==> src/design/calendar_date_advance_core_assert.svh <==
// ----------------------------------------------------------------------------
// calendar_date_advance_core_assert.svh
// Assertion macros for the calendar date advance core.
// ----------------------------------------------------------------------------
`ifndef CALENDAR_DATE_ADVANCE_CORE_ASSERT_SVH
`define CALENDAR_DATE_ADVANCE_CORE_ASSERT_SVH

`ifndef NO_ASSERTIONS

// Clocked check, masked while reset is applied.
`define CDA_ASSERT_RST(label, clk, rst_n, prop, msg) \
  label: assert property (@(posedge clk) disable iff (!rst_n) prop) else $error(msg);

// Clocked check that also holds during reset.
`define CDA_ASSERT_ANY(label, clk, prop, msg) \
  label: assert property (@(posedge clk) prop) else $error(msg);

`else

`define CDA_ASSERT_RST(label, clk, rst_n, prop, msg)
`define CDA_ASSERT_ANY(label, clk, prop, msg)

`endif

`endif

==> src/design/cda_pkg.sv <==
// ----------------------------------------------------------------------------
// cda_pkg
// Types, constants and calendar helpers for the date advance core.
// ----------------------------------------------------------------------------
package cda_pkg;

  localparam int unsigned YEAR_W  = 14;
  localparam int unsigned MONTH_W = 4;
  localparam int unsigned DAY_W   = 5;
  localparam int unsigned WDAY_W  = 3;
  localparam int unsigned COUNT_W = 10;

  localparam logic [MONTH_W-1:0] MONTH_JAN = 4'd1;
  localparam logic [MONTH_W-1:0] MONTH_FEB = 4'd2;
  localparam logic [MONTH_W-1:0] MONTH_DEC = 4'd12;
  localparam logic [DAY_W-1:0]   DAY_FIRST = 5'd1;
  localparam logic [DAY_W-1:0]   DAYS_LONG = 5'd31;
  localparam logic [DAY_W-1:0]   DAYS_FEB_LEAP = 5'd29;
  localparam logic [WDAY_W-1:0]  WDAY_SUN = 3'd0;
  localparam logic [WDAY_W-1:0]  WDAY_SAT = 3'd6;

  // Divisibility by 25 through the modular inverse: x * inv(25) mod 2^k
  // lands in [0, (2^k-1)/25] exactly when x is a multiple of 25.
  localparam logic [11:0] INV25_MOD4096 = 12'd3113;
  localparam logic [11:0] LIM25_MOD4096 = 12'd163;
  localparam logic [9:0]  INV25_MOD1024 = 10'd41;
  localparam logic [9:0]  LIM25_MOD1024 = 10'd40;

  // Month lengths, January first; February is the common-year value.
  localparam logic [DAY_W-1:0] MONTH_LEN [12] = '{
    5'd31, 5'd28, 5'd31, 5'd30, 5'd31, 5'd30,
    5'd31, 5'd31, 5'd30, 5'd31, 5'd30, 5'd31
  };

  typedef struct packed {
    logic [YEAR_W-1:0]  year;
    logic [MONTH_W-1:0] month;
    logic [DAY_W-1:0]   day;
    logic [WDAY_W-1:0]  wday;
  } date_t;

  typedef enum logic [1:0] {
    ST_IDLE,
    ST_PREP,
    ST_RUN
  } state_t;

  function automatic logic leap_year(logic [YEAR_W-1:0] y);
    logic [11:0] p4;
    logic [9:0]  p16;
    logic        div4;
    logic        div100;
    logic        div400;
    p4     = 12'(y[13:2] * INV25_MOD4096);
    p16    = 10'(y[13:4] * INV25_MOD1024);
    div4   = (y[1:0] == 2'b00);
    div100 = div4 && (p4 <= LIM25_MOD4096);
    div400 = (y[3:0] == 4'b0000) && (p16 <= LIM25_MOD1024);
    return div400 || (div4 && !div100);
  endfunction

  // Out-of-range months count as 31 days.
  function automatic logic [DAY_W-1:0] month_days(logic [MONTH_W-1:0] m, logic leap);
    logic [MONTH_W-1:0] idx;
    idx = m - MONTH_JAN;
    if (m == 4'd0 || m > MONTH_DEC) begin
      return DAYS_LONG;
    end else if (m == MONTH_FEB && leap) begin
      return DAYS_FEB_LEAP;
    end else begin
      return MONTH_LEN[idx];
    end
  endfunction

endpackage

==> src/design/calendar_date_advance_core.sv <==
// ----------------------------------------------------------------------------
// calendar_date_advance_core
// Each word passes through load, leap settle, one day per cycle and hand-off;
// a new word is taken only after hand-off, and a result still waiting on
// out_ready stalls the hand-off.
// Reset: synchronous, active low; clears sequencer and output valid.
// ----------------------------------------------------------------------------
`include "calendar_date_advance_core_assert.svh"

module calendar_date_advance_core import cda_pkg::*; (
  input  logic                clk,
  input  logic                rst_n,

  input  logic                in_valid,
  output logic                in_ready,
  input  logic [YEAR_W-1:0]   in_start_year,
  input  logic [MONTH_W-1:0]  in_start_month,
  input  logic [DAY_W-1:0]    in_start_day,
  input  logic [WDAY_W-1:0]   in_start_weekday,
  input  logic [COUNT_W-1:0]  in_days_to_add,

  output logic                out_valid,
  input  logic                out_ready,
  output logic [YEAR_W-1:0]   out_new_year,
  output logic [MONTH_W-1:0]  out_new_month,
  output logic [DAY_W-1:0]    out_new_day,
  output logic [WDAY_W-1:0]   out_new_weekday
);

  // Sequencer:
  //   IDLE - waits for an input word, loads the working date and count.
  //   PREP - lets the leap flag settle for the loaded year.
  //   RUN  - one day per cycle through the day unit until the count is
  //          spent, then hands the date to the output register.
  // The output register is separate, so a new word can be taken while
  // the previous result still waits for out_ready.

  state_t               state_r, state_nxt;
  date_t                date_r, date_nxt;
  logic [COUNT_W-1:0]   cnt_r, cnt_nxt;
  logic                 leap_r;
  date_t                step_date;

  logic                 out_valid_r, out_valid_nxt;
  date_t                out_date_r, out_date_nxt;

  logic                 in_fire;
  logic                 out_free;

  assign in_fire  = in_valid && in_ready;
  assign out_free = !out_valid_r || out_ready;

  cda_day_unit u_day_unit (
    .cur_date  (date_r),
    .leap      (leap_r),
    .next_date (step_date)
  );

  // Leap flag is registered from the year and trails it. The year only changes on
  // entering January, and February is at least 31 days away.
  always_ff @(posedge clk) begin
    leap_r <= leap_year(date_r.year);
  end

  always_ff @(posedge clk) begin
    if (!rst_n) begin
      state_r     <= ST_IDLE;
      out_valid_r <= 1'b0;
    end else begin
      state_r     <= state_nxt;
      out_valid_r <= out_valid_nxt;
    end
  end

  // Payload registers, no reset needed
  always_ff @(posedge clk) begin
    date_r     <= date_nxt;
    cnt_r      <= cnt_nxt;
    out_date_r <= out_date_nxt;
  end

  always_comb begin
    state_nxt     = state_r;
    date_nxt      = date_r;
    cnt_nxt       = cnt_r;
    out_date_nxt  = out_date_r;
    out_valid_nxt = out_valid_r && !out_ready;
    in_ready      = 1'b0;

    unique case (state_r)
      ST_IDLE: begin
        in_ready = 1'b1;
        if (in_valid) begin
          date_nxt.year  = in_start_year;
          date_nxt.month = in_start_month;
          date_nxt.day   = in_start_day;
          date_nxt.wday  = in_start_weekday;
          cnt_nxt        = in_days_to_add;
          state_nxt      = ST_PREP;
        end
      end
      ST_PREP: begin
        state_nxt = ST_RUN;
      end
      ST_RUN: begin
        if (cnt_r != '0) begin
          date_nxt = step_date;
          cnt_nxt  = cnt_r - {{(COUNT_W-1){1'b0}}, 1'b1};
        end else if (out_free) begin
          out_date_nxt  = date_r;
          out_valid_nxt = 1'b1;
          state_nxt     = ST_IDLE;
        end
      end
      default: begin
        state_nxt = ST_IDLE;
      end
    endcase
  end

  assign out_valid       = out_valid_r;
  assign out_new_year    = out_date_r.year;
  assign out_new_month   = out_date_r.month;
  assign out_new_day     = out_date_r.day;
  assign out_new_weekday = out_date_r.wday;

  // Checks

  // One word in flight: after an accept the core must stop taking input.
  `CDA_ASSERT_RST(a_single_item, clk, rst_n, in_fire |=> !in_ready, "input taken while busy")

  // The day counter steps down by exactly one per RUN cycle while it is not zero.
  `CDA_ASSERT_RST(a_count_step, clk, rst_n,
    (state_r == ST_RUN && cnt_r != '0) |=> (cnt_r == $past(cnt_r) - 1'b1),
    "day counter skipped")

  // A result only appears out of RUN with the count spent.
  `CDA_ASSERT_RST(a_result_source, clk, rst_n,
    $rose(out_valid_r) |-> ($past(state_r) == ST_RUN && $past(cnt_r) == '0),
    "result posted early")

  // Output valid is cleared by reset.
  `CDA_ASSERT_ANY(a_reset_clear, clk, !rst_n |=> !out_valid_r, "out_valid survived reset")

endmodule

==> src/design/cda_day_unit.sv <==
// ----------------------------------------------------------------------------
// cda_day_unit
// Next-day unit: advances a date by one day, with month, year and
// weekday rollover.
// ----------------------------------------------------------------------------
module cda_day_unit import cda_pkg::*; (
  input  date_t cur_date,
  input  logic  leap,
  output date_t next_date
);

  logic [DAY_W-1:0] dim;
  logic [DAY_W:0]   day_inc;

  always_comb begin
    dim       = month_days(cur_date.month, leap);
    day_inc   = {1'b0, cur_date.day} + {{DAY_W{1'b0}}, 1'b1};
    next_date = cur_date;

    if (day_inc > {1'b0, dim}) begin
      next_date.day = DAY_FIRST;
      if (cur_date.month >= MONTH_DEC) begin
        next_date.month = MONTH_JAN;
        next_date.year  = cur_date.year + {{(YEAR_W-1){1'b0}}, 1'b1};
      end else begin
        next_date.month = cur_date.month + {{(MONTH_W-1){1'b0}}, 1'b1};
      end
    end else begin
      next_date.day = day_inc[DAY_W-1:0];
    end

    // weekday 7 also wraps to Sunday
    if (cur_date.wday >= WDAY_SAT) begin
      next_date.wday = WDAY_SUN;
    end else begin
      next_date.wday = cur_date.wday + {{(WDAY_W-1){1'b0}}, 1'b1};
    end
  end

endmodule
==> config.mk <==
export PLATFORM = sky130hd
export DESIGN_NAME = calendar_date_advance_core
export DESIGN_NICKNAME = d
export VERILOG_FILES = /design/src/design/cda_pkg.sv /design/src/design/calendar_date_advance_core.sv /design/src/design/cda_day_unit.sv
export VERILOG_INCLUDE_DIRS = /design/src /design/src/design
export SDC_FILE = /design/constraint.sdc
export NUM_CORES = 1
export LEC_CHECK = 0
export ABC_CLOCK_PERIOD_IN_PS = 8400
export BUFFER_PORTS_ARGS = -buffer_cell sky130_fd_sc_hd__buf_2
export CAP_MARGIN = 0
export CORE_MARGIN = 4
export CORE_UTILIZATION = 50
export DETAILED_ROUTE_END_ITERATION = 7
export MAX_ROUTING_LAYER = met4
export PLACE_DENSITY = 0.79
export REMOVE_ABC_BUFFERS = 1
export SYNTH_ARGS = -nofsm -noshare
export SYNTH_HDL_FRONTEND = slang
export SYNTH_HIERARCHICAL = 1
export SYNTH_SLANG_ARGS = --single-unit
==> constraint.sdc <==
create_clock -name clk -period 8.4 [get_ports clk]
set_input_delay 1.26 -clock clk [delete_from_list [all_inputs] [get_ports clk]]
set_output_delay 1.26 -clock clk [all_outputs]
set_load 0.05 [all_outputs]
== Yosys cells after proc, flatten, opt, wreduce, memory -nomap -nowiden ==
Memories as Yosys holds them, arrays and structs flattened.
Cells that the tools add are included.

* Bits in latches: 0
* Memories: 1
* Input port bits: 40
* RAM bits: 0
* Word-level logic and storage cells: 84
* Output and inout bits: 28
* ROM bits: 80
* Register bits after elaboration: 66

{| class="wikitable"
|+ Memories
! name !! words !! bits a word !! rd ports !! clocked after memory_dff !! write ports !! RTL line !! text
|-
| (name not given) || 16 || 5 || 1 || 0 || 0 || cda_pkg.sv:71 || <nowiki>return MONTH_LEN[idx];</nowiki>
|}

* Bitwise gates (word level): 2
* $add $sub $neg: 6
* Muxes and demuxes: 23
* Shifts and indexed selects: 0
* Reduce and logical (&&, ||, !) cells: 22
* Multipliers: 2
* Divide/modulo/power cells: 0
* Equality and inequality tests: 9
* Magnitude comparators: 7

{| class="wikitable"
|+ Operators with widths
! operator !! count
|-
| 2-to-1 mux 26 bit || 2
|-
| case mux 26 bit (2 select lines) || 1
|-
| 2-to-1 mux 5 bit || 5
|-
| 2-to-1 mux 10 bit || 2
|-
| case mux 10 bit (2 select lines) || 1
|-
| 2-to-1 mux 18 bit || 1
|-
| adder 14 x 1 -> 14 bit, second input constant || 1
|-
| 2-to-1 mux 14 bit || 1
|-
| <= comparator 12 x 8 -> 1 bit, second input constant || 1
|-
| multiplier 12 x 11 -> 12 bit, second input constant || 1
|-
| <= comparator 10 x 6 -> 1 bit, second input constant || 1
|-
| multiplier 10 x 6 -> 10 bit, second input constant || 1
|-
| nonzero test 10 bit || 1
|-
| subtractor 10 x 1 -> 10 bit, second input constant || 1
|-
| AND reduction 3 bit || 3
|-
| zero test 4 bit || 2
|-
| inequality test 2 bit, second input constant || 4
|-
| adder 5 x 1 -> 6 bit, second input constant || 1
|-
| greater-than comparator 6 x 5 -> 1 bit || 1
|-
| 2-to-1 mux 2 bit || 3
|-
| case mux 2 bit (3 select lines) || 1
|-
| greater-or-equal comparator 5 bit, second input constant || 1
|-
| logical AND 1 bit || 5
|-
| inverter 4 -> 5 bit || 1
|-
| other kinds (20) || 29
|}

== Logic depth before layout (Yosys ltp) ==
* Depth in word-level cells: 11
* Gate-level depth with buffers: 16
* Mapped depth without buffers: 15

== Cells and area by module ==
Netlist, hierarchy kept.

{| class="wikitable"
|+ By module, submodules not included
! module !! cells each !! times used !! area an instance (um2) !! seq. area each (um2)
|-
| calendar_date_advance_core || 325 || 1 || 3671.0 || 1941.9
|-
| cda_day_unit || 114 || 1 || 819.5 || 0.0
|}

== Worst setup path before layout ==
OpenSTA, ideal clock, no wires.

* Path kind: reg2reg
* Start point: register cnt_r[0]
* End point: register cnt_r[0] (enable)
* Library setup time: 0.479 ns
* Clock period less this slack: 3.954 ns
* Arrival: 3.475 ns
* Path slack: 4.446 ns
* Path buffers: 0
* Stages on the path, launching flop included: 6
* Required time: 7.921 ns
* Cells stage by stage: edfxtp_1 > inv_1 > ha_1 > nand2b_1 > nor3_4 > o21ai_0

* Longest elaborated chain between the ends: 3

{| class="wikitable"
|+ RTL lines
! what !! RTL line !! text
|-
| start, declared || calendar_date_advance_core.sv:40 || <nowiki>logic [COUNT_W-1:0] cnt_r, cnt_nxt;</nowiki>
|-
| start signal, assigned || calendar_date_advance_core.sv:78 || <nowiki>cnt_r <= cnt_nxt;</nowiki>
|-
| nonzero test 10 bit || calendar_date_advance_core.sv:106 || <nowiki>if (cnt_r != '0) begin</nowiki>
|-
| inequality test 2 bit (no line) || -- ||
|-
| AND reduction 3 bit (no line) || -- ||
|}

Every way passes these cells.
A chain may end at the register's enable or synchronous reset.

==> out/qor.yml <==
run_status: "finished, final reports clean"
synth.yosys.seq_area_share_pct: 43.24
die_width_um: 102.8
first_iter_violations: 186
cts.path.max_buffers: 2
cts.htree.levels: 3
final_hold_viol_count: 0
synthDistinctLibCells: 52
synthesis.area_um2: 4491
gp_congestion: 0.8435
antenna_found_initial: 0
cts_tree: "built"
critical_path_arrival_ns: 3.68
ys_warn_count: 6
grt_start_max_net_pins: 47
post_cts_buffers: 0
layout_min_cycle_time_ns: 3.560
grt_pass1_wl_mm: 14.74
crit_chain: "inv_1 -> ha_1 -> a211oi_1 -> a211oi_1 -> a21oi_1 -> nand2_1 -> ha_1 -> a21oi_1 -> o211ai_1 -> a32oi_4 -> nand3_2 -> mux2_4 -> nand2_1 -> nand2_1"
cts_made_buffers: 9
timing.critical_path.fanout_max: 19
final.period_utilization_pct: 42.38
power_density_nw_per_um2: 220.4
min-delay-start: "date_r[0]$_DFFE_PP_"
max_clk_rate_ghz: 0.2809
grt_use_total_pct: 18.68
coreArea_um2: 8721
multiInputGateArea_um2: 2379
post_synth_mux_area_share_pct: 0.5851
setup_violations: 0
worst_skew_pair.late_latency_ns: 0.35
finish.net_count: 593
avgViaCountPerCell: 5.448
yosys_most_used_dff: "sky130_fd_sc_hd__edfxtp_1"
crit_path_start: "date_r[8]$_DFFE_PP_"
die_area_um2: 10560
synthXorXnorAreaFrac_pct: 8.387
core.rowCount: 34
port_buffers: 67
timing.final.ws_setup_ns: 4.840
floorplan.initialDensity_pct: 51.49
post_cts.resized_instances: 0
yosysMostFrequentCell: "sky130_fd_sc_hd__nand2_1"
drv.max_cap_violation_count: 0
clock-skew-final_ns: 0.01029
grt_met1_usage_pct: 22.91
design.portCount: 68
crit_path_frequent_cell: "sky130_fd_sc_hd__nand2_1"
routed_wire_length_per_instance_um: 14.97
setup.worst_path.class: "reg2reg"
dp_hpwl_mm: 6.587
compound_gate_fraction_of_synth_area_pct: 8.052
slew_headroom_pct: 21.20
timing_max_transition_violations_final: 0
hold_buffer_count_at_cts: 0
cts_root_buf: "sky130_fd_sc_hd__clkbuf_8"
stdcell_count: 616
area.sequential_um2: 1942
r2r_start: "date_r[8]$_DFFE_PP_"
netlist.top_cell.by_area: "sky130_fd_sc_hd__edfxtp_1"
overflow_left_after_global_routing: 0
syn-mean-instance-area_um2: 10.23
combinational_family_with_the_most_area_after_synthesis: "simple AND/OR/NAND/NOR gates"
drt_first_pass_iters: 4
worst_ep_required_time_ns: 8.52
async_flop_share_pct: 0
max-vdd-ir-drop_v: 0.0001069
number_of_instances_in_the_placed_design: 600
synthDominantCellAreaShare_pct: 41.46
groute.layer.met3.usage_pct: 4.263
worst_pin_slew_ns: 1.182
grt_setup_unrepaired: "no"
synthTopCellsByCount: "sky130_fd_sc_hd__nand2_1, sky130_fd_sc_hd__edfxtp_1, sky130_fd_sc_hd__ha_1, sky130_fd_sc_hd__xnor2_1, sky130_fd_sc_hd__inv_1"
finalSetupTns_ns: 0
syn_inst: 439
use_met2_pct: 31.33
cellLeakagePower_nw: 2.176
synth_edf_count: 62
num_antenna_cells: 0
dp_slack_ns: 4.904
cts.clk_slew.worst_paths_ns: 0.08
floorplan.die.height_um: 102.8
drt.antenna.violating_nets: 0
finalWirelength_mm: 9.224
slowest_stage: "sky130_fd_sc_hd__a32oi_4"
synthSimpleGateAreaFrac_pct: 20.31
finalCoreUtilization_pct: 58.59
finalPower_w: 0.001126
ys_seq_elements: 66
timing.hold.worst.class: "reg2reg"
setup.worst_path.start_class: "flop"
first_global_vias: 3151
worst_path_largest_cell_delay_ns: 0.59
adder_and_majority_cell_fraction_of_the_synthesized_area_pct: 15.27
synthTopCellsByArea: "sky130_fd_sc_hd__edfxtp_1, sky130_fd_sc_hd__ha_1, sky130_fd_sc_hd__nand2_1"
detailroute.via_count: 3356
busiest_layer: "met2"
drive_above_1_share_pct: 19.29
tritoncts_num_sinks: 66
drc: 0
nFillCells: 733
flow.area_growth_from_synthesis_pct: 13.79
timing.critical_path.to_type: "flop"
[worst paths after layout]
check / slack, ns / cells after the start / endpoint
worst min-delay path: 0.50 / 0 / out_new_weekday[0]$_DFFE_PP_
worst max-delay path: 4.84 / 14 / date_r[13]$_DFFE_PP_
worst min register to register: 0.50 / 0 / out_new_weekday[0]$_DFFE_PP_
worst max register to register: 4.84 / 14 / date_r[13]$_DFFE_PP_
[kinds of logic (layout without fill, tap and decap cells)]
kind of cell,Yosys count,count (layout)
simple gates,183,183
flops,66,66
compound gates,54,54
fa+ha+maj,50,50
xor+xnor,43,43
buf+inv,41,110
mux,2,2
[routing by layer]
metal  vias up  part of all wire, %
li1       1664                    -
met1      1598                   43
met2        85                   51
met3         9                  5.2
met4         0                 0.95
met5         -                    0
[worst max-delay path, delay by kind of cell (launching register included)]
family	cells	cell delay [ns]
AO/OA/AOI/OAI	6	1.37
adder cells (fa/ha/maj)	2	0.60
buffers and inverters	1	0.14
flip-flops	1	0.50
multiplexers	1	0.35
AND/OR/NAND/NOR	4	0.36
[report_power, final]
group	switching, W	internal (W)	leakage (nW)
logic	0.000212	0.000183	1.45
clock network	0.000130	0.000166	0.107
registers	0.0000405	0.000394	0.616
[cell usage in the layout, fill, tap and decap left out, types with 9 or more instances in the layout]
cell type                  instances
sky130_fd_sc_hd__nor2_1           16
sky130_fd_sc_hd__a21oi_1          14
sky130_fd_sc_hd__xnor2_1          35
sky130_fd_sc_hd__inv_1            27
sky130_fd_sc_hd__clkbuf_8          9
sky130_fd_sc_hd__buf_2            67
sky130_fd_sc_hd__nand3_1          10
sky130_fd_sc_hd__nand2_1          98
sky130_fd_sc_hd__edfxtp_1         62
sky130_fd_sc_hd__o21ai_0          15
sky130_fd_sc_hd__ha_1             42
sky130_fd_sc_hd__nand4_1          10
[cell type report]
type | instances | area share [%]
Multi-Input combinational cell | 332 | 46.55
Sequential cell | 66 | 38.00
Timing Repair Buffer | 67 | 6.562
Tap cell | 108 | 2.644
Clock buffer | 9 | 2.424
Inverter | 27 | 1.983
Clock inverter | 7 | 1.836
[sequential cells by signal, summed over array words and instances (netlist names), 2 cells and up]
register and cells:
cnt_r 10, date_r 26, out_new_day 5, out_new_month 4, out_new_weekday 3, out_new_year 14
state_r 2
[stage by stage]
| step | hold slack (ns) | cell area, µm² |
|---|---|---|
| floorplan | 0.4578 | 4405 |
| CTS | 0.5037 | 5110 |
| global placement | 0.4741 | 4892 |
| global route | 0.5115 | 5110 |
| finish | 0.5000 | 5110 |
| detailed placement | 0.4822 | 4892 |
Power figures use the tool's default switching activity.
